`src/hdl/tpm_ram.sv`:
```
// Generic single-clock RAM: one write port, one read port, registered read.
// No dependencies.
module tpm_ram #(
    parameter int DATA_W = 8,
    parameter int ADDR_W = 8
) (
    input  logic              clk,
    input  logic              we,
    input  logic [ADDR_W-1:0] waddr,
    input  logic [DATA_W-1:0] wdata,
    input  logic              re,
    input  logic [ADDR_W-1:0] raddr,
    output logic [DATA_W-1:0] rdata
);

    logic [DATA_W-1:0] mem [2**ADDR_W];

    always_ff @(posedge clk)
    begin
        if (we)
        begin
            mem[waddr] <= wdata;
        end
        if (re)
        begin
            rdata <= mem[raddr];
        end
    end

endmodule

```
`config.mk`:
```
export PLATFORM = sky130hd
export DESIGN_NAME = tpm_ram
export DESIGN_NICKNAME = d
export VERILOG_FILES = /design/src/hdl/tpm_ram.sv
export SDC_FILE = /design/constraint.sdc
export NUM_CORES = 2
export LEC_CHECK = 0
export BUFFER_PORTS_ARGS = -buffer_cell sky130_fd_sc_hd__buf_2
export CAP_MARGIN = 25
export CORE_MARGIN = 1
export CORE_UTILIZATION = 28
export CTS_CLUSTER_SIZE = 16
export DETAILED_ROUTE_END_ITERATION = 10
export GPL_TIMING_DRIVEN = 0
export SYNTH_ARGS = -nofsm -noshare
export SYNTH_HDL_FRONTEND = slang
export SYNTH_SLANG_ARGS = --single-unit
export TNS_END_PERCENT = 50
```
`constraint.sdc`:
```
create_clock -name clk -period 3.4 [get_ports clk]
set_input_delay 0.51 -clock clk [delete_from_list [all_inputs] [get_ports clk]]
set_output_delay 0.51 -clock clk [all_outputs]
set_load 0.005 [all_outputs]
```
==> run metrics <==
status=complete, but fails checks; failing checks=setup timing; RSZ-0062 raised after global routing=true; Final Cycle Share=1.04; PD cells=579 nW/um^2; relative slew slack=0.197; final setup skew=0.0410 ns; crit path cell chain=clkbuf_1 -> nor2b_1 -> clkbuf_1 -> nand4_1 -> clkbuf_2 -> nor2_1; Non-Filler Instances=7,947; FP Rows=195; H-tree Lvls=4; Layout fillers=26,734; post-synth top area cell=edfxtp_1; clock buffer depth=3; layout cell share with drive strength beyond 1=0.238; vias in the first global route=40,927; Hold Path Class=input port to flip-flop; worst-case vdd ir drop=around 490 uV; syn_nets=3,760; total setup buffers inserted after CTS=0; average size of a mapped cell=~21 um^2; Final #Nets=between 4,000 and 5,000; Lkg Pwr=around 28 nW; Final Hold Vio Count=0; Total Wirelength=roughly 250,000 um; Final Slew Violations=0; WP data required=3.85 ns; Placed Area=85,300 um^2; EDFF count, synth=2,056; clock sink count=about 2,100; Netlist cell types=54; Die Span X=535 um; buffers and inverters on the worst path=3; Worst R2R Path Depth=7; switching power share of the total=0.226; CP max stage delay=0.88 ns; Die Y=around 540 um; ys async rst share=0; antenna violations before repair=21; 1st-iter DRT viols=roughly 6,300; drt pass-1 iters=6; final setup fails=102; Post-CTS Hold Fix Bufs=0; Placed Cells=approximately 7,600; most common cell after layout, fill and taps aside=edfxtp_1; global route overflow=0; Final WS setup=-0.142 ns; Hold EP=mem[211][4]; Layout area overhead=15.8%; measured slew at the worst slew-check pin=1.20 ns; Syn Inst Count=3,733; via count=41,292; Post-DRT Antenna Nets=0; Crit Path Max Fanout=10; Hold Path Origin=wdata[4]; P_sw=~12 mW; Yosys top cell area share=0.775; total power=53.4 mW; clock root cell=clkbuf_16; Core Area=283,000 um^2; Synth Flop Type=edfxtp_1; Hold Path Depth=1; internal power=around 41 mW; sequential area share after synthesis=0.775; Clk Latency, worst-skew pair=0.84 ns; all-layer global routing usage=0.168; RR Startpoint=mem[82][3]; max-cap violations=0; cell mode on critical path=clkbuf_1; R2R Setup Slk=roughly 0.22 ns; IO buf count=27; commonest cells after routing, fill and taps aside=edfxtp_1, mux4_2, nor2_1, clkbuf_16, mux2i_1; final non-filler cell area=slightly above 90,000 um^2; FF-to-FF End=rdata[3]; Comb power frac=0.057; Top delay family on crit path=buffers and inverters; Setup TNS Final=-5.62 ns; Final HPWL DP=164,000 um; startpoint types=input port; critical path arrival=3.99 ns; vias per cell=5.20; largest net degree at the start of global routing=154; num ports=35; Crit. End Element=flip-flop; yosys warns=0; min cycle time layout=3.54 ns; Cell Area, Synth=79,600 um^2; first-pass GRT wire length=335,000 um; Yosys reg bits=about 2,000; slowest CP cell=nor2_1; RD Place Congestion=0.962; Peak Freq=282 MHz; ranking of synthesized cells by area=edfxtp_1, mux4_2, mux2i_1; initial core utilization=0.282; Residual DRC=0; critical setup path kind=input port to flip-flop; CTS clock-pin slew for the worst setup and hold paths=approximately 0.060 ns; cts bufs inserted=208; Die Area=between 200,000 and 300,000 um^2; clock network power share=0.419; WL/cell=a little over 30 um; sequential share of power=0.524; TritonCTS clock tree=yes
registers in the layout (all words and copies together), names as in the netlist:
signal and cells:
rdata 8, mem 2048
power by group through the flow:
| stage | combinational (mW) | sequential [mW] | clock [mW] |
|---|---|---|---|
| after detailed placement | 2.98 | 28.5 | 0 |
| final | 3.06 | 28.0 | 22.4 |
| after CTS | 3.01 | 28.0 | 22.5 |
| after floorplan | 1.36 | 28.5 | 0 |
| after global routing | 3.12 | 28.0 | 23.4 |
| after global placement | 2.83 | 28.6 | 0 |
worst register-to-register path: stages, from the launching register on:
cell	delay, ns
edfxtp_1	0.37
mux4_2	0.50
a22o_1	0.29
a221oi_2	0.51
o32ai_1	0.32
nor3_1	0.53
nor4_1	0.21
buf_2	0.21
logic make-up (layout without fill, tap and decap cells):
family,after synthesis,after routing,share of synthesized area
buf+inv,235,700,0.0183
mux,591,591,0.146
compound gates,385,385,0.0342
flops,2056,2056,0.775
other cells,0,6,0
simple gates,466,466,0.0263
per-stage QoR:
step	util	setup WS (ns)	hold WS [ns]
2_1_floorplan	-	0.814	0.609
3_3_place_gp	0.299	-2.53	0.954
3_5_place_dp	0.302	-1.89	0.932
4_1_cts	0.326	0.000580	0.0272
5_1_grt	0.326	-0.0278	0.0475
6_report	0.326	-0.142	0.0647
area by class of cell:
| cell class | instances | area (um^2) | area share |
|---|---|---|---|
| Antenna cell | 6 | 15.0 | 0.000163 |
| Clock inverter | 121 | 1180 | 0.0128 |
| Clock buffer | 262 | 5430 | 0.0589 |
| Tap cell | 3743 | 4680 | 0.0508 |
| Inverter | 2 | 7.51 | 0.0000814 |
| Sequential cell | 2056 | 61700 | 0.670 |
| Multi-Input combinational cell | 1442 | 16600 | 0.180 |
| Timing Repair Buffer | 84 | 1050 | 0.0113 |
| Buffer | 231 | 1550 | 0.0168 |
repair_timing:
action | 4_1_cts | 5_1_grt
pin swaps | 0 | 0
resized for setup | 52 | 15
endpoints found under the setup margin | 8 | 14
layer usage:
layer / track usage / vias up / wire length [um]
met5: 0.00716 / - / 456
met4: 0.0759 / 20 / 12600
met3: 0.0461 / 503 / 26000
met2: 0.265 / 2516 / 113000
met1: 0.216 / 21920 / 93100
li1: - / 16333 / -
synthesized netlist by cell type, drive strengths merged (2+ instances only):
master / count
a221oi: 14
a311oi: 2
nand3b: 2
a22oi: 133
a22o: 8
a21oi: 96
and3b: 2
o221ai: 47
edfxtp: 2056
mux2i: 134
nand2b: 8
nand4: 10
nor3: 22
nand3: 34
o22a: 5
nor4: 27
and2: 6
a31oi: 2
o211ai: 10
o32ai: 5
o22ai: 28
or2: 4
nor2: 282
mux4: 456
buf: 122
a2111oi: 5
nor2b: 31
clkbuf: 111
o21ai: 12
a211oi: 16
nand2: 33
how the worst max path moves through the flow:
| stage | start | endpoint | slack [ns] | cells after the start |
|---|---|---|---|---|
| 5_1_grt | raddr[1] | rdata[0] | -0.03 | 10 |
| 3_5_place_dp | raddr[2] | rdata[3] | -1.89 | 11 |
| 3_3_place_gp | raddr[4] | rdata[0] | -2.53 | 8 |
| 4_1_cts | raddr[4] | rdata[0] | 0.0006 | 9 |
| 2_1_floorplan | raddr[0] | rdata[2] | 0.81 | 9 |
| 6_report | waddr[1] | mem[62][6] | -0.14 | 6 |
Note: power is estimated with default switching activity, not from simulation.
