[config.mk]
export PLATFORM = sky130hd
export DESIGN_NAME = tpm_update
export DESIGN_NICKNAME = d
export VERILOG_FILES = /design/src/hdl/tpm_pkg.sv /design/src/hdl/tpm_update.sv
export SDC_FILE = /design/constraint.sdc
export NUM_CORES = 1
export LEC_CHECK = 0
export BUFFER_PORTS_ARGS = -buffer_cell sky130_fd_sc_hd__buf_2
export CORE_ASPECT_RATIO = 1.5
export CORE_MARGIN = 1.5
export CORE_UTILIZATION = 45
export DETAILED_ROUTE_END_ITERATION = 8
export GPL_ROUTABILITY_DRIVEN = 0
export PLACE_DENSITY = 0.85
export SETUP_SLACK_MARGIN = 0.4
export SKIP_LAST_GASP = 1
export SLEW_MARGIN = 10
export SYNTH_ARGS = -nofsm -noshare
export SYNTH_HDL_FRONTEND = slang
export SYNTH_SLANG_ARGS = --single-unit
[constraint.sdc]
create_clock -name vclk -period 14.3
set_input_delay 0 -clock vclk [all_inputs]
set_output_delay 0 -clock vclk [all_outputs]
set_load 0.005 [all_outputs]
[src/hdl/tpm_pkg.sv]
// Shared types and constants for the temporal peak and time map block.
// No dependencies; imported by the core, tpm_seq and tpm_update (tpm_ram does not use it).
package tpm_pkg;

    localparam int MAX_PIXELS  = 65536;
    localparam int MAX_FRAMES  = 256;
    localparam int SAMPLE_BITS = 16;

    localparam int PIX_W   = $clog2(MAX_PIXELS);
    localparam int FRAME_W = $clog2(MAX_FRAMES);
    localparam int FC_W    = FRAME_W + 1;
    localparam int PC_W    = PIX_W + 1;
    localparam int PEAK_W  = SAMPLE_BITS + 1;
    localparam int CAND_W  = SAMPLE_BITS + 3;
    localparam int PEAK_LIMIT = (2 ** PEAK_W) - 1;

    // register indexes on the config port
    typedef logic [1:0] cfg_index_t;
    localparam cfg_index_t CFG_FRAME_COUNT = 2'd0;
    localparam cfg_index_t CFG_PIXEL_COUNT = 2'd1;
    localparam cfg_index_t CFG_SMOOTHING   = 2'd2;

    // one per-pixel memory entry
    typedef struct packed {
        logic [PEAK_W-1:0]             peak;
        logic [FRAME_W-1:0]            frame;
        logic signed [SAMPLE_BITS-1:0] prev;
        logic signed [SAMPLE_BITS-1:0] older;
    } entry_t;

    // position and mode of one sample
    typedef struct packed {
        logic [PIX_W-1:0]   px;
        logic [FRAME_W-1:0] k;
        logic               last;
        logic               smooth;
    } pos_t;

endpackage

[src/hdl/tpm_update.sv]
// Per-pixel update: candidate forming, peak compare, history shift.
// Depends on tpm_pkg.
module tpm_update
    import tpm_pkg::*;
(
    input  pos_t                          pos,
    input  logic signed [SAMPLE_BITS-1:0] sample,
    input  entry_t                        rd_entry,
    output entry_t                        wr_entry
);

    // replace peak only on a strictly greater candidate
    function automatic entry_t offer(entry_t e, logic signed [CAND_W-1:0] cand,
                                     logic [FRAME_W-1:0] f);
        entry_t r;
        logic signed [CAND_W-1:0] c;
        r = e;
        c = cand;
        if (c > signed'(CAND_W'(PEAK_LIMIT)))
            c = CAND_W'(PEAK_LIMIT);
        if (c > signed'({{(CAND_W-PEAK_W){1'b0}}, e.peak}))
        begin
            r.peak  = c[PEAK_W-1:0];
            r.frame = f;
        end
        return r;
    endfunction

    logic signed [CAND_W-1:0] cur_ext, prev_ext, older_ext;
    logic signed [CAND_W-1:0] cur_x4, smooth_cand;
    entry_t base, e1, e2;

    always_comb
    begin
        cur_ext   = CAND_W'(sample);
        prev_ext  = CAND_W'(rd_entry.prev);
        older_ext = CAND_W'(rd_entry.older);
        cur_x4    = cur_ext <<< 2;
        // 0.25/0.5/0.25 taps with two fraction bits: 2x + a + b
        smooth_cand = (pos.k == FRAME_W'(1)) ? (prev_ext <<< 2)
                                             : ((prev_ext <<< 1) + older_ext + cur_ext);

        base = rd_entry;
        if (pos.k == '0)
        begin
            base.peak  = '0;
            base.frame = '0;
        end

        if (pos.smooth)
        begin
            e1 = (pos.k != '0) ? offer(base, smooth_cand, pos.k - FRAME_W'(1)) : base;
            e2 = pos.last ? offer(e1, cur_x4, pos.k) : e1;
        end
        else
        begin
            e1 = base;
            e2 = offer(e1, cur_x4, pos.k);
        end

        wr_entry       = e2;
        wr_entry.older = rd_entry.prev;
        wr_entry.prev  = sample;
    end

endmodule
==> flow_metrics.py <==
metrics = {
    "routing": {
        "drc": 8,
        "drtPass1Iterations": 9,
        "drtIter0Drc": 376,
        "vias": 5076,
        "routed_wl_um": 13900,
        "viasPerCell": 6.24,
        "drtAntennaViolNets": 0,
        "routedWlPerCell_um": 17.1,
    },
    "synth": {
        "yosys.area_share.adder_pct": 26.5,
        "synth_nets": 808,
        "yosys.area_share.simple_pct": 24.5,
        "synth_area_leaders": "ha_1 19%, fa_1 7.5%, nand2_1 6.4%",
        "ys_types": 75,
        "avgSynthCellArea_um2": 7.29,
        "synthXorXnorAreaFrac_pct": 2.89,
        "synthCells": 623,
        "synth_top_area_share_pct": 19.0,
        "synth_top_family_by_area": "compound AO/OA/AOI/OAI gates",
        "synth_compound_area_share_pct": 31.9,
        "synth-seq-area-share_pct": 0,
        "yosys_warnings": 0,
        "synth_top_area_cell": "ha_1",
        "synthMuxAreaShare_pct": 3.28,
        "netlist_area_um2": 4540,
    },
    "setup_path": {
        "critPathMaxFanout": 27,
        "cp_top_family": "compound AO/OA/AOI/OAI gates",
        "cp.buffers_inverters": 6,
        "slowest_delay_ns": 0.69,
        "worstPathRequired_ns": 14.30,
        "critPathCaptureType": "output pin",
        "critPathMostFrequentCell": "ha_1",
        "critical_path_arrival_ns": 9.73,
        "crit_path_top_delay_cell": "a32oi_1",
        "cp-start-kind": "primary input",
        "timing.setup.critical_path_class": "in -> out",
    },
    "min_path": {
        "min_path_type": "in -> out",
    },
    "timing": {
        "setup_viol": 0,
        "min_period_ns": 9.73,
        "fin_ws_ns": 4.57,
        "hold_violations": 0,
        "layout_worst_path_cycle_share_pct": 68.0,
        "hold-worst-slack_ns": 0.180,
        "slew_viol_final": 0,
        "clock.fmax_mhz": 103,
        "rsz0062_at_grt": "no",
        "worst_slew_margin_rel_pct": 37.3,
        "fin_tns_setup_ns": 0,
        "tightest_slew_ns": 0.937,
    },
    "floorplanning": {
        "design.core.area_um2": 9740,
        "initial_core_util_pct": 46.6,
        "fp.dieW_um": 85.1,
        "core.rowCount": 44,
        "die_y_um": 126,
        "ios": 156,
        "die-area_um2": 10700,
    },
    "place": {
        "pre_cts_ws_ns": 4.72,
        "portBuffers": 140,
        "hpwl_um": 11700,
    },
    "global_route": {
        "overflow": 0,
        "grt_pass1_vias": 4748,
        "grt_max_degree": 47,
        "track_usage_pct": 25.0,
        "antenna_found_initial": 0,
        "grt_pass1_wl_um": 22200,
    },
    "run": {
        "maxCapViolCount": 0,
    },
    "final_layout": {
        "drive_gt1_share_pct": 24.9,
        "fillCellCount": 984,
        "clock_buffers": 0,
        "regArea_um2": 0,
        "layout_common_cells": "140 x buf_2, 77 x nand2_1, 69 x ha_1",
        "n_antenna_cell": 0,
        "layout.nets": 886,
        "area_growth_pct": 10.1,
        "multi_input_area_um2": 4050,
        "seq_cells": 0,
        "final_common_cell": "buf_2",
    },
    "power": {
        "power_leakage_nw": 2.42,
        "p_per_area_nw_per_um2": 122,
        "vdd_drop_max_mv": 0.0700,
        "p_total_uw": 609,
    },
    "run_status": {
        "violations": "design-rule violations",
        "status": "complete, but fails checks",
    },
    "clock_network": {
        "post_cts_resized": 0,
        "hold_buffers": 0,
        "post_cts_buffers": 0,
    },
}
==> power by group <==
part	switching, mW	total [mW]	leakage [nW]	internal [mW]
registers	0	0	0	0
clock network	0	0	0	0
logic	0.350	0.609	2.42	0.259
==> path summary, 6_finish.rpt <==
kind / startpoint / endpoint / slack [ns] / cells past startpoint
setup / recovery: sample[1] / wr_entry[46] / 4.57 / 39
hold / removal: rd_entry[16] / wr_entry[0] / 0.18 / 2
==> logic make-up after synthesis <==
kind of cell | count (synthesis)
simple gates | 224
compound gates | 194
buf+inv | 90
fa+ha+maj | 86
xor+xnor | 15
mux | 14
==> per-layer routing <==
| metal | GRT usage (%) | vias up | routed length, um |
|---|---|---|---|
| li1 | - | 2467 | - |
| met2 | 46.3 | 231 | 7050 |
| met5 | 0 | - | 0 |
| met3 | 1.57 | 52 | 881 |
| met4 | 10.6 | 0 | 650 |
| met1 | 29.0 | 2326 | 5360 |
==> synth_stat cells, types with 8 or more instances <==
master,number
nor2_1,51
inv_1,21
clkbuf_1,15
buf_4,36
buf_2,13
ha_1,69
xnor2_1,8
a21oi_1,35
o21ai_0,23
fa_1,17
nand3_1,14
nand2_1,77
nor4_1,11
a211oi_1,13
o211ai_1,16
nor3_1,11
a21o_1,18
nand4_1,10
==> per-stage QoR <==
step	cell area [um^2]	std cells	utilization (%)
final	5000	814	51.4
after global routing	5000	814	51.4
after detailed placement	5000	814	51.4
after global placement	5000	814	51.4
after CTS	5000	814	51.4
after floorplan	4540	623	-
==> final cells by class <==
cell class         count  share of cell area [%]
inverters             22                    1.65
multi-input cells    533                    80.9
well taps            115                    2.88
repair buffers       144                    14.6
(Power assumes the default switching activity.)
