`src/hdl/tpm_pkg.sv`:
```
// Shared types and constants for the temporal peak and time map block.
// No dependencies; imported by the core, tpm_seq and tpm_update (tpm_ram does not use it).
package tpm_pkg;

    localparam int MAX_PIXELS  = 65536;
    localparam int MAX_FRAMES  = 256;
    localparam int SAMPLE_BITS = 16;

    localparam int PIX_W   = $clog2(MAX_PIXELS);
    localparam int FRAME_W = $clog2(MAX_FRAMES);
    localparam int FC_W    = FRAME_W + 1;
    localparam int PC_W    = PIX_W + 1;
    localparam int PEAK_W  = SAMPLE_BITS + 1;
    localparam int CAND_W  = SAMPLE_BITS + 3;
    localparam int PEAK_LIMIT = (2 ** PEAK_W) - 1;

    // register indexes on the config port
    typedef logic [1:0] cfg_index_t;
    localparam cfg_index_t CFG_FRAME_COUNT = 2'd0;
    localparam cfg_index_t CFG_PIXEL_COUNT = 2'd1;
    localparam cfg_index_t CFG_SMOOTHING   = 2'd2;

    // one per-pixel memory entry
    typedef struct packed {
        logic [PEAK_W-1:0]             peak;
        logic [FRAME_W-1:0]            frame;
        logic signed [SAMPLE_BITS-1:0] prev;
        logic signed [SAMPLE_BITS-1:0] older;
    } entry_t;

    // position and mode of one sample
    typedef struct packed {
        logic [PIX_W-1:0]   px;
        logic [FRAME_W-1:0] k;
        logic               last;
        logic               smooth;
    } pos_t;

endpackage

```
`src/hdl/tpm_seq.sv`:
```
// Config registers and pixel/frame position counters.
// Depends on tpm_pkg.
module tpm_seq
    import tpm_pkg::*;
(
    input  logic             clk,
    input  logic             rst_n,
    input  logic             cfg_write,
    input  cfg_index_t       cfg_index,
    input  logic [PC_W-1:0]  cfg_data,
    input  logic             advance,
    output pos_t             pos
);

    logic [FC_W-1:0]    frame_count_reg;
    logic [PC_W-1:0]    pixel_count_reg;
    logic               smooth_reg;
    logic [PIX_W-1:0]   px_reg, px_next;
    logic [FRAME_W-1:0] k_reg, k_next;
    logic [FC_W-1:0]    fc_eff;
    logic [PC_W-1:0]    pc_eff;
    logic [PC_W-1:0]    px_inc;
    logic               last;

    always_comb
    begin
        if (frame_count_reg == '0)
            fc_eff = FC_W'(1);
        else if (frame_count_reg > FC_W'(MAX_FRAMES))
            fc_eff = FC_W'(MAX_FRAMES);
        else
            fc_eff = frame_count_reg;

        if (pixel_count_reg == '0)
            pc_eff = PC_W'(1);
        else if (pixel_count_reg > PC_W'(MAX_PIXELS))
            pc_eff = PC_W'(MAX_PIXELS);
        else
            pc_eff = pixel_count_reg;

        last   = ({1'b0, k_reg} + FC_W'(1)) >= fc_eff;
        px_inc = {1'b0, px_reg} + PC_W'(1);

        if (px_inc >= pc_eff)
        begin
            px_next = '0;
            k_next  = last ? '0 : k_reg + FRAME_W'(1);
        end
        else
        begin
            px_next = px_inc[PIX_W-1:0];
            k_next  = k_reg;
        end
    end

    always_ff @(posedge clk or negedge rst_n)
    begin
        if (!rst_n)
        begin
            frame_count_reg <= FC_W'(1);
            pixel_count_reg <= PC_W'(MAX_PIXELS);
            smooth_reg      <= 1'b0;
            px_reg          <= '0;
            k_reg           <= '0;
        end
        else
        begin
            if (cfg_write)
            begin
                unique case (cfg_index)
                    CFG_FRAME_COUNT: frame_count_reg <= cfg_data[FC_W-1:0];
                    CFG_PIXEL_COUNT: pixel_count_reg <= cfg_data;
                    CFG_SMOOTHING:   smooth_reg      <= cfg_data[0];
                    default:         ;
                endcase
            end
            if (advance)
            begin
                px_reg <= px_next;
                k_reg  <= k_next;
            end
        end
    end

    assign pos.px     = px_reg;
    assign pos.k      = k_reg;
    assign pos.last   = last;
    assign pos.smooth = smooth_reg;

endmodule

```
`config.mk`:
```
export PLATFORM = sky130hd
export DESIGN_NAME = tpm_seq
export DESIGN_NICKNAME = d
export VERILOG_FILES = /design/src/hdl/tpm_pkg.sv /design/src/hdl/tpm_seq.sv
export SDC_FILE = /design/constraint.sdc
export NUM_CORES = 1
export LEC_CHECK = 0
export ABC_AREA = 1
export BUFFER_PORTS_ARGS = -buffer_cell sky130_fd_sc_hd__clkbuf_2
export CAP_MARGIN = 30
export CORE_UTILIZATION = 28
export DETAILED_ROUTE_END_ITERATION = 8
export SYNTH_ARGS = -nofsm -noshare
export SYNTH_HDL_FRONTEND = slang
export SYNTH_SLANG_ARGS = --single-unit
```
`constraint.sdc`:
```
create_clock -name clk -period 3.9 [get_ports clk]
set_input_delay 0.78 -clock clk [delete_from_list [all_inputs] [get_ports clk]]
set_output_delay 0.78 -clock clk [all_outputs]
set_load 0.05 [all_outputs]
```
==> results_dict.tcl, run 1 <==
set metrics [dict create \
    core_area_um2 12000 \
    total_nets_final 560 \
    detailedRoute.firstPassIterationCount 4 \
    post-synth-top-area-cell "sky130_fd_sc_hd__dfrtp_1" \
    setup_viol_count_final 0 \
    drt-initial-drc-count 165 \
    routed_wire_length_per_instance_um 11.9 \
    worst_path_max_delay_cell "sky130_fd_sc_hd__dfrtp_1" \
    finalMaxSlewViolations 0 \
    flop_to_flop_setup_slack_ps 920 \
    post_cts_hold_buffer_count 0 \
    yosys.area.top_type_share_pct 35.8 \
    top_fanout_value_on_the_critical_path 9 \
    synthesis.area_um2 3430 \
    number_of_global_route_vias_before_repair 2755 \
    final.period_utilization_pct 90.5 \
    crit_type "reg2out" \
    cts_buffers 5 \
    power.density_cell_area_nw_per_um2 494 \
    top_layer "met4" \
    multi_input_area_um2 1860 \
    cts-resized-gates 0 \
    synth.yosys.warnings 0 \
    final_period_minus_worst_setup_slack_ps 3530 \
    fin_total_pwr_uw 1940 \
    critical_path.n_buffers_inverters 3 \
    post_dp_cell_area_um2 3790 \
    place_hpwl_um 6080 \
    slew_headroom_pct 46.1 \
    synth.top_cells.by_area "sky130_fd_sc_hd__dfrtp_1 (36%), sky130_fd_sc_hd__nand2_1 (17%), sky130_fd_sc_hd__ha_1 (10%)" \
    io_pins 49 \
    layout.area.seq_um2 1280 \
    syn_inst 465 \
    gp_routability_congestion 0.812 \
    clock_latency_ps 290 \
    cts_tree "built" \
    synth_seq_area_share_pct 37.3 \
    largest_reg_flops 17 \
    die_area_um2 12700 \
    cts_max_level 2 \
    largest_net_degree_at_the_start_of_global_routing 29 \
    clk_pin_slew_worst_paths_ps 70 \
    power.share.clock_pct 22.3 \
    worst_clock_skew_ps 5.77 \
    die_height_um 113 \
    drt.antenna.violating_nets 0 \
    initial_core_util_pct 28.7 \
    route.layer.met1.wl_um 3880 \
    crit_arrival_ps 2750 \
    worst_path_dominant_cell_family "simple AND/OR/NAND/NOR gates" \
    crit_required_ps 3120 \
    cell_variety_after_synth 36 \
    ir_drop_uv 229 \
    power_leakage_uw 0.00209 \
    numPortBuffers 48 \
    wire_length_of_the_first_global_routing_pass_um 13300 \
    finish.instance_area_um2 3930 \
    layout-drive-gt1-share_pct 17.5 \
    num_vias 2956 \
    combinationalPowerShare_pct 40.8 \
    run_status "finished clean" \
    hold_ws_ps 510 \
    tightest_slew_ps 807 \
    synthesis.nets 516 \
    row_count 40 \
    antennaDiodeCount 0 \
    antenna_found_initial 0 \
    met2_length_um 3410 \
    cts.path.max_buffers 2 \
    grt_util_all_layers_pct 13.0 \
    synth.ff_latch_count 51 \
    max_freq_mhz 283 \
    fin_hold_viols 0 \
    grt.overflow.total 0 \
    drcViolationCount 0 \
    flow.area_growth_from_synthesis_pct 14.6 \
    power.net_switching_uw 830 \
    hold_path.class "in2async" \
    avgSynthCellArea_um2 7.37 \
    critPathMostFrequentCell "sky130_fd_sc_hd__nand3_1" \
    cp_slowest_stage_delay_ps 460 \
    clock-sinks 51 \
    route.met3.wl_um 420 \
    internal_power_uw 1110 \
    cts_setup_buffers 0 \
    critical_path_cell_by_cell "ha_1, nand3_1, xor2_1, inv_1, ha_1, nand3_1, inv_1, nand3_1, nand3_1, or2_2, clkbuf_2" \
    ctsRootBufferMaster "sky130_fd_sc_hd__clkbuf_16" \
    setup_total_negative_slack_ps 0 \
    critical_path_sink_type "output pin" \
    nFillCells 1230 \
    totalWireLength_um 7840 \
    setup_repair_after_global_routing_missed_its_margin "no" \
    sw_frac_of_total_pct 42.8 \
    routed_via_density 4.50 \
    start_kind "register" \
    die_width_um 113 \
    share_seq_of_total_power_pct 36.9 \
    cap_viol_max_count 0 \
]
[worst paths after layout]
path	startpoint	cells past startpoint	to
worst min register to register	frame_count_reg[8]	2	frame_count_reg[8]
worst min-delay path	rst_n	1	k_reg[4]
min in group clk	frame_count_reg[8]	2	frame_count_reg[8]
max in group asynchronous	rst_n	2	frame_count_reg[0]
worst max register to register	px_reg[0]	17	k_reg[7]
worst max-delay path	k_reg[0]	11	pos[1]
[kinds of logic (layout without fill, tap and decap cells)]
| family | count (synthesis) | after routing | share of synthesized area (%) |
|---|---|---|---|
| multiplexers | 7 | 7 | 2.30 |
| flip-flops | 51 | 51 | 37.3 |
| buffers and inverters | 69 | 114 | 8.36 |
| AND/OR/NAND/NOR | 250 | 250 | 31.3 |
| XOR/XNOR | 9 | 9 | 2.30 |
| AO/OA/AOI/OAI | 50 | 50 | 7.96 |
| adder cells (fa/ha/maj) | 29 | 29 | 10.5 |
[synthesized netlist by cell type]
master / count
sky130_fd_sc_hd__a21o_1: 2
sky130_fd_sc_hd__a21oi_1: 10
sky130_fd_sc_hd__a21oi_2: 1
sky130_fd_sc_hd__and2_1: 2
sky130_fd_sc_hd__buf_1: 1
sky130_fd_sc_hd__buf_2: 4
sky130_fd_sc_hd__buf_4: 2
sky130_fd_sc_hd__buf_6: 2
sky130_fd_sc_hd__clkbuf_1: 3
sky130_fd_sc_hd__clkinv_1: 1
sky130_fd_sc_hd__dfrtp_1: 49
sky130_fd_sc_hd__dfstp_2: 2
sky130_fd_sc_hd__ha_1: 28
sky130_fd_sc_hd__inv_1: 51
sky130_fd_sc_hd__inv_2: 5
sky130_fd_sc_hd__maj3_1: 1
sky130_fd_sc_hd__mux2_2: 7
sky130_fd_sc_hd__nand2_1: 156
sky130_fd_sc_hd__nand2_2: 3
sky130_fd_sc_hd__nand2_4: 1
sky130_fd_sc_hd__nand3_1: 23
sky130_fd_sc_hd__nand3_2: 3
sky130_fd_sc_hd__nand4_1: 4
sky130_fd_sc_hd__nor2_1: 39
sky130_fd_sc_hd__nor2_2: 3
sky130_fd_sc_hd__nor2_4: 4
sky130_fd_sc_hd__nor3_1: 9
sky130_fd_sc_hd__o21ai_0: 21
sky130_fd_sc_hd__o21ai_1: 9
sky130_fd_sc_hd__o21ai_2: 1
sky130_fd_sc_hd__o21bai_1: 2
sky130_fd_sc_hd__o22ai_1: 4
sky130_fd_sc_hd__or2_1: 1
sky130_fd_sc_hd__or2_2: 2
sky130_fd_sc_hd__xnor2_1: 1
sky130_fd_sc_hd__xor2_1: 8
[metal layers]
metal | track usage, % | vias up
li1 | - | 1556
met1 | 18.0 | 1329
met2 | 20.2 | 61
met3 | 2.59 | 10
met4 | 4.53 | 0
met5 | 0 | -
[cell type report]
class | instances | area share (%)
inverters | 57 | 5.45
clock inverters | 3 | 0.382
clock buffers | 5 | 3.19
repair buffers | 49 | 6.31
flip-flops and latches | 51 | 32.6
well taps | 147 | 4.68
multi-input cells | 345 | 47.4
[cells in the final DEF (no fill, tap or decap), types with 3 or more instances in the layout]
cell	n
sky130_fd_sc_hd__ha_1	28
sky130_fd_sc_hd__clkbuf_16	5
sky130_fd_sc_hd__a21oi_1	10
sky130_fd_sc_hd__o21ai_1	9
sky130_fd_sc_hd__nand3_1	23
sky130_fd_sc_hd__clkinv_2	3
sky130_fd_sc_hd__nand3_2	3
sky130_fd_sc_hd__nor2_1	39
sky130_fd_sc_hd__nor2_2	3
sky130_fd_sc_hd__nand2_2	3
sky130_fd_sc_hd__nor2_4	4
sky130_fd_sc_hd__clkbuf_2	48
sky130_fd_sc_hd__nand4_1	4
sky130_fd_sc_hd__dfrtp_1	49
sky130_fd_sc_hd__nor3_1	9
sky130_fd_sc_hd__nand2_1	156
sky130_fd_sc_hd__o21ai_0	21
sky130_fd_sc_hd__o22ai_1	4
sky130_fd_sc_hd__inv_2	5
sky130_fd_sc_hd__mux2_2	7
sky130_fd_sc_hd__inv_1	51
sky130_fd_sc_hd__xor2_1	8
[per-stage QoR]
stage          util [%]  std cells  setup WS, ps
2_1_floorplan         -        465           595
3_3_place_gp       31.7        649           741
3_5_place_dp       31.7        649           691
4_1_cts            32.8        657           364
5_1_grt            32.8        657           126
6_report           32.8        657           371
[worst register-to-register path, delay by kind of cell, from the launching register on]
family / cells / cell delay, ps
and+or+nand+nor: 15 / 1850
adders and majority gates: 2 / 530
DFF: 1 / 500
[power by group through the flow]
stage	sequential, uW	clock [uW]	combinational [uW]
final	715	432	792
after floorplan	843	0	499
after global placement	720	0	778
after global routing	735	465	899
after CTS	717	442	800
after detailed placement	727	0	795
Note: power is estimated with default switching activity, not from simulation.
==> run 2: changes to the inputs <==
--- a/config.mk
+++ b/config.mk
@@ -5,11 +5,11 @@
 export SDC_FILE = /design/constraint.sdc
 export NUM_CORES = 1
 export LEC_CHECK = 0
-export ABC_AREA = 1
 export BUFFER_PORTS_ARGS = -buffer_cell sky130_fd_sc_hd__clkbuf_2
 export CAP_MARGIN = 30
 export CORE_UTILIZATION = 28
 export DETAILED_ROUTE_END_ITERATION = 8
+export HOLD_SLACK_MARGIN = 0.06
 export SYNTH_ARGS = -nofsm -noshare
 export SYNTH_HDL_FRONTEND = slang
 export SYNTH_SLANG_ARGS = --single-unit
==> run 2 against run 1 <==
Net effect: utilization rose by 1.8 points; combinational power is 0.9% higher; first-iteration DRC count shrank 46%; sequential power up 3.9%; global-route usage up 0.83 points; synthesized cell count shrank 34%; clock skew grew 2.3 ps; non-clock buffer count up 6; routed wire length shrank 3.0%; critical path type unchanged; largest cell class unchanged.
==> results_dict.tcl, run 2 <==
set metrics [dict create \
    yosys.area.top_type_share_pct 38.6 \
    initial_core_util_pct 29.0 \
    antennaDiodeCount 0 \
    synth.yosys.warnings 0 \
    drcViolationCount 0 \
    hold_path.class "in2async" \
    power.density_cell_area_nw_per_um2 555 \
    share_seq_of_total_power_pct 35.3 \
    synthesis.nets 359 \
    clock-sinks 51 \
    layout-drive-gt1-share_pct 28.0 \
    worst_clock_skew_ps 8.11 \
    synth_edf_count 0 \
    detailedRoute.firstPassIterationCount 4 \
    core_area_um2 10900 \
    ctsRootBufferMaster "sky130_fd_sc_hd__clkbuf_16" \
    gp_routability_congestion 0.779 \
    layout.area.seq_um2 1280 \
    crit_path_end "pos[1]" \
    grt.overflow.total 0 \
    crit_required_ps 3120 \
    top_fanout_value_on_the_critical_path 7 \
    cts_tree "built" \
    die_width_um 108 \
    dpl_worst_slack_ps 212 \
    combinationalPowerShare_pct 38.0 \
    num_vias 2514 \
    io_pins 49 \
    power.share.clock_pct 26.7 \
    cts.path.max_buffers 2 \
    routed_via_density 5.02 \
    register_to_register_path_depth 14 \
    finish.instance_area_um2 3790 \
    drt-initial-drc-count 89 \
    critical_path_sink_type "output pin" \
    power_leakage_uw 0.00183 \
    clk_pin_slew_worst_paths_ps 70 \
    antenna_found_initial 0 \
    crit_arrival_ps 2930 \
    synth.top_cells.by_area "sky130_fd_sc_hd__dfrtp_1 (39%), sky130_fd_sc_hd__ha_1 (11%), sky130_fd_sc_hd__mux2_2 (9.6%)" \
    crit_start "k_reg[0]" \
    flow.area_growth_from_synthesis_pct 19.5 \
    wire_length_of_the_first_global_routing_pass_um 12800 \
    clock_latency_ps 290 \
    layout_commonest_cell "sky130_fd_sc_hd__dfrtp_1" \
    final_period_minus_worst_setup_slack_ps 3710 \
    ir_drop_uv 227 \
    flop_to_flop_setup_slack_ps 320 \
    power.net_switching_uw 792 \
    totalWireLength_um 7600 \
    most_numerous_cell_in_the_yosys_netlist "sky130_fd_sc_hd__dfrtp_1" \
    rr_startpoint "px_reg[1]" \
    crit_type "reg2out" \
    multi_input_area_um2 1820 \
    fin_util_pct 34.7 \
    final.period_utilization_pct 95.2 \
    start_kind "register" \
    numPortBuffers 48 \
    largest_reg_flops 17 \
    slew_headroom_pct 45.3 \
    total_nets_final 411 \
    sw_frac_of_total_pct 37.6 \
    cts_buffers 5 \
    timing.rr.end "k_reg[6]" \
    syn_inst 308 \
    final.setup.worst_slack_ps 189 \
    post-synth-top-area-cell "sky130_fd_sc_hd__dfrtp_1" \
    row_count 38 \
    mostFrequentLayoutCells "sky130_fd_sc_hd__dfrtp_1 (49), sky130_fd_sc_hd__clkbuf_2 (48), sky130_fd_sc_hd__nand2_1 (34), sky130_fd_sc_hd__ha_1 (28), sky130_fd_sc_hd__mux2_2 (27)" \
    largest_net_degree_at_the_start_of_global_routing 33 \
    number_of_global_route_vias_before_repair 2494 \
    cell_variety_after_synth 42 \
    run_status "finished clean" \
    place_hpwl_um 5880 \
    fin_hold_viols 0 \
    nFillCells 1110 \
    cap_viol_max_count 0 \
    synth.ff_latch_count 51 \
    internal_power_uw 1310 \
    dominantRegCellSynth "sky130_fd_sc_hd__dfrtp_1" \
    finalMaxSlewViolations 0 \
    cts_max_level 2 \
    routed_wire_length_per_instance_um 15.2 \
    tightest_slew_ps 818 \
    setup_viol_count_final 0 \
    post_dp_cell_area_um2 3580 \
    grt_util_all_layers_pct 13.8 \
    postSynth.asyncResetShare_pct 100 \
    synth_seq_area_share_pct 40.3 \
    synth_commonest_cells "sky130_fd_sc_hd__dfrtp_1 (49), sky130_fd_sc_hd__nand2_1 (34), sky130_fd_sc_hd__ha_1 (28), sky130_fd_sc_hd__mux2_2 (27), sky130_fd_sc_hd__nor2_1 (17)" \
    synthesis.area_um2 3170 \
    max_freq_mhz 269 \
    die_area_um2 11800 \
    avgSynthCellArea_um2 10.3 \
    die_height_um 108 \
    drt.antenna.violating_nets 0 \
]
[run 2: changes by cell type after synthesis, moves of 7 or more]
cell | previous run | this run
sky130_fd_sc_hd__nand2_1 | 156 | 34
sky130_fd_sc_hd__inv_1 | 51 | 7
sky130_fd_sc_hd__nor2_1 | 39 | 17
sky130_fd_sc_hd__mux2_2 | 7 | 27
sky130_fd_sc_hd__and3_1 | 0 | 13
sky130_fd_sc_hd__nand3_1 | 23 | 10
sky130_fd_sc_hd__o21ai_1 | 9 | 0
sky130_fd_sc_hd__xnor2_1 | 1 | 9
sky130_fd_sc_hd__a22o_1 | 0 | 7
sky130_fd_sc_hd__nor2b_1 | 0 | 7
sky130_fd_sc_hd__o2bb2ai_1 | 0 | 7
[run 2: kinds of logic (layout without fill, tap and decap cells)]
group | after synthesis | after routing | synth area share [%]
and+or+nand+nor | 102 | 102 | 15.7
xor gates and xnor gates | 20 | 20 | 5.52
AOI/OAI and AO/OA | 59 | 59 | 14.4
muxes | 29 | 29 | 10.4
DFF | 51 | 51 | 40.3
adders and majority gates | 28 | 28 | 11.0
buffers and inverters | 19 | 72 | 2.72
[run 2: layout make-up]
type | instances | share of cell area [%]
inverters | 9 | 0.891
multi-input cells | 238 | 48.1
well taps | 140 | 4.62
repair buffers | 55 | 7.72
clock buffers | 6 | 3.40
clock inverters | 2 | 1.58
flip-flops and latches | 51 | 33.7
[run 2: what timing repair did]
action,CTS,global route
endpoints found under the setup margin,0,17
resized for setup,0,4
hold buffers,0,0
endpoints found under the hold margin,0,0
buffers inserted,0,1
[run 2: how the worst min path moves through the flow]
stage	start	endpoint	slack [ps]	cells past startpoint
2_1_floorplan	rst_n	frame_count_reg[1]	480	0
3_3_place_gp	smooth_reg	smooth_reg	500	1
3_5_place_dp	smooth_reg	smooth_reg	500	1
4_1_cts	rst_n	px_reg[12]	470	1
5_1_grt	rst_n	px_reg[12]	500	1
6_report	rst_n	px_reg[12]	450	1
[run 2: stage by stage]
| stage | hold WS, ps | std cells | total power [uW] | setup TNS [ps] |
|---|---|---|---|---|
| 4_1_cts | 474 | 500 | 2100 | 0 |
| 6_report | 449 | 501 | 2100 | 0 |
| 3_3_place_gp | 498 | 492 | 1510 | 0 |
| 5_1_grt | 505 | 501 | 2230 | -11.1 |
| 3_5_place_dp | 502 | 492 | 1540 | 0 |
| 2_1_floorplan | 481 | 308 | 1320 | 0 |
[run 2: worst max-delay path: stages, from the launching register on]
cell and delay, ps:
sky130_fd_sc_hd__dfrtp_1 450, sky130_fd_sc_hd__ha_1 250, sky130_fd_sc_hd__and3_1 250, sky130_fd_sc_hd__nand3_1 150, sky130_fd_sc_hd__xnor2_1 160, sky130_fd_sc_hd__ha_1 320
sky130_fd_sc_hd__nand4_1 110, sky130_fd_sc_hd__nor2_1 70, sky130_fd_sc_hd__a2111oi_2 390, sky130_fd_sc_hd__o21bai_2 210, sky130_fd_sc_hd__clkbuf_2 280
[run 2: metal layers]
metal,GRT usage [%],routed length (um),vias to the layer above
met5,0,0,-
met4,3.09,47,0
met3,2.47,340,7
met2,21.2,3310,55
met1,20.1,3900,1217
li1,-,-,1235
[run 2: power groups by stage]
stage / clock network, uW / registers, uW / logic (uW)
finish: 562 / 743 / 799
global route: 592 / 760 / 880
CTS: 571 / 741 / 788
detailed placement: 0 / 751 / 784
global placement: 0 / 745 / 763
floorplan: 0 / 851 / 470
==> run 3: changes to the inputs <==
==> constraint.sdc (replaced) <==
create_clock -name clk -period 3.71 [get_ports clk]
set_input_delay 0.742 -clock clk [delete_from_list [all_inputs] [get_ports clk]]
set_output_delay 0.742 -clock clk [all_outputs]
set_load 0.05 [all_outputs]
==> run 3 against run 2 <==
Net effect: sequential power rose by 5.1%; clock power down 21%; sequential cell count unchanged; via count shrank 1.2%; first-iteration DRC count is 34% lower.
==> results_dict.tcl, run 3 (synthesis results as in run 2) <==
set metrics [dict create \
    total_nets_final 411 \
    cts.path.max_buffers 2 \
    slew_headroom_pct 45.3 \
    critical_path.n_buffers_inverters 1 \
    cts_max_level 2 \
    grt.overflow.total 0 \
    wire_length_of_the_first_global_routing_pass_um 12100 \
    flow.area_growth_from_synthesis_pct 18.1 \
    routed_wire_length_per_instance_um 14.2 \
    mostFrequentLayoutCells "sky130_fd_sc_hd__clkbuf_2 (48), sky130_fd_sc_hd__dfrtp_1 (47), sky130_fd_sc_hd__nand2_1 (34), sky130_fd_sc_hd__mux2_2 (27), sky130_fd_sc_hd__ha_1 (27)" \
    crit_required_ps 2970 \
    timing.rr.end "k_reg[6]" \
    multi_input_area_um2 1820 \
    register_to_register_path_depth 14 \
    top_fanout_value_on_the_critical_path 7 \
    power.share.clock_pct 21.6 \
    fin_hold_viols 0 \
    critical_path_sink_type "output pin" \
    final.period_utilization_pct 95.2 \
    clock_latency_ps 290 \
    critPathMostFrequentCell "sky130_fd_sc_hd__ha_1" \
    die_area_um2 11800 \
    cap_viol_max_count 0 \
    antennaDiodeCount 0 \
    final_cell_count_no_fill 501 \
    share_seq_of_total_power_pct 38.1 \
    cp_slowest_stage_delay_ps 440 \
    cts_tree "built" \
    fin_total_pwr_uw 2050 \
    numPlacedInstances 493 \
    setup_viol_count_final 0 \
    sw_frac_of_total_pct 39.3 \
    initial_core_util_pct 29.0 \
    layout-drive-gt1-share_pct 28.5 \
    power.net_switching_uw 806 \
    die_height_um 108 \
    cts_setup_buffers 0 \
    hold_path.class "in2async" \
    die_width_um 108 \
    numPortBuffers 48 \
    layout.area.seq_um2 1280 \
    core_area_um2 10900 \
    final_period_minus_worst_setup_slack_ps 3530 \
    gp_routability_congestion 0.806 \
    detailedRoute.firstPassIterationCount 4 \
    drt.antenna.violating_nets 0 \
    ir_drop_uv 273 \
    clock-sinks 51 \
    internal_power_uw 1240 \
    worst_path_dominant_cell_family "simple AND/OR/NAND/NOR gates" \
    tightest_slew_ps 817 \
    grt_util_all_layers_pct 13.1 \
    start_kind "register" \
    layout_commonest_cell "sky130_fd_sc_hd__clkbuf_2" \
    io_pins 49 \
    number_of_global_route_vias_before_repair 2394 \
    largest_reg_flops 17 \
    rr_startpoint "px_reg[1]" \
    combinationalPowerShare_pct 40.3 \
    totalWireLength_um 7120 \
    num_vias 2484 \
    finalMaxSlewViolations 0 \
    crit_arrival_ps 2790 \
    run_status "finished clean" \
    critical_path_cell_by_cell "ha_1, and3_1, nand3_1, xnor2_1, ha_1, nand4_1, nor2_1, a2111oi_2, o21bai_1, clkbuf_2" \
    power.density_cell_area_nw_per_um2 547 \
    routed_via_density 4.96 \
    nFillCells 1123 \
    antenna_found_initial 0 \
    worst_clock_skew_ps 4.99 \
    ctsRootBufferMaster "sky130_fd_sc_hd__clkbuf_16" \
    largest_net_degree_at_the_start_of_global_routing 29 \
    crit_type "reg2out" \
    drcViolationCount 0 \
    clk_pin_slew_worst_paths_ps 70 \
    max_freq_mhz 283 \
    worst_path_max_delay_cell "sky130_fd_sc_hd__dfrtp_2" \
    cts_buffers 5 \
    drt-initial-drc-count 59 \
    place_hpwl_um 5670 \
    power_leakage_uw 0.00180 \
    flop_to_flop_setup_slack_ps 360 \
    row_count 38 \
    post_cts_hold_buffer_count 0 \
]
[run 3: cell count changes in the layout (fill, tap and decap cells not counted), sizes merged]
cell      change
clkinvlp      +1
clkinv        +1
bufinv        -2
[run 3: power by group through the flow]
| stage | Combinational (uW) | Clock (uW) | Sequential, uW |
|---|---|---|---|
| after global routing | 927 | 478 | 799 |
| after detailed placement | 826 | 0 | 789 |
| final | 826 | 443 | 781 |
| after global placement | 808 | 0 | 783 |
| after floorplan | 494 | 0 | 894 |
| after CTS | 831 | 456 | 778 |
[run 3: final cells by class]
| class | instances | share of cell area [%] |
|---|---|---|
| inverter | 9 | 0.902 |
| multi-input combinational | 238 | 48.6 |
| tap | 140 | 4.68 |
| sequential | 51 | 34.2 |
| clock inverter | 2 | 0.334 |
| timing repair buffer | 55 | 7.82 |
| clock buffer | 6 | 3.44 |
[run 3: how the worst max path moves through the flow]
stage | depth (start not counted) | slack [ps] | to | start
6_report | 10 | 180 | pos[1] | k_reg[0]
3_3_place_gp | 14 | 290 | k_reg[4] | px_reg[0]
3_5_place_dp | 14 | 200 | k_reg[6] | px_reg[0]
2_1_floorplan | 14 | 4 | k_reg[5] | px_reg[0]
5_1_grt | 14 | -2 | k_reg[6] | px_reg[1]
4_1_cts | 10 | 30 | pos[1] | k_reg[0]
[run 3: what timing repair did]
| item | CTS | global route |
|---|---|---|
| setup endpoints to repair | 1 | 18 |
| pin swaps | 0 | 1 |
| gates resized for setup | 1 | 5 |
[run 3: layer usage]
metal | share of wire, % | vias to the layer above | GRT usage, %
met5 | 0 | - | 0
met4 | 0.32 | 0 | 2.03
met3 | 4.3 | 2 | 3.13
met2 | 41 | 48 | 18.9
met1 | 54 | 1198 | 20.0
li1 | - | 1236 | -
[run 3: stage by stage]
| step | setup slack, ps | setup TNS [ps] | hold slack (ps) | area [um2] | util [%] |
|---|---|---|---|---|---|
| after global placement | 287 | 0 | 495 | 3590 | 32.8 |
| final | 180 | 0 | 464 | 3750 | 34.3 |
| after floorplan | 3.86 | 0 | 446 | 3170 | - |
| after detailed placement | 199 | 0 | 500 | 3590 | 32.8 |
| after global routing | -2.00 | -3.44 | 507 | 3750 | 34.3 |
| after CTS | 30.1 | 0 | 484 | 3730 | 34.1 |
[run 3: worst register-to-register path: stages (launching register included)]
cell and delay (ps):
sky130_fd_sc_hd__dfrtp_1 420, sky130_fd_sc_hd__ha_2 250, sky130_fd_sc_hd__nand4_1 200, sky130_fd_sc_hd__nor3_2 230, sky130_fd_sc_hd__and3_1 270, sky130_fd_sc_hd__nand3_1 150, sky130_fd_sc_hd__xnor2_1 160, sky130_fd_sc_hd__ha_1 300
sky130_fd_sc_hd__nand4_1 120, sky130_fd_sc_hd__nor3_1 180, sky130_fd_sc_hd__o21ai_0 120, sky130_fd_sc_hd__o211ai_2 240, sky130_fd_sc_hd__buf_4 240, sky130_fd_sc_hd__o211ai_1 120, sky130_fd_sc_hd__a32o_1 240
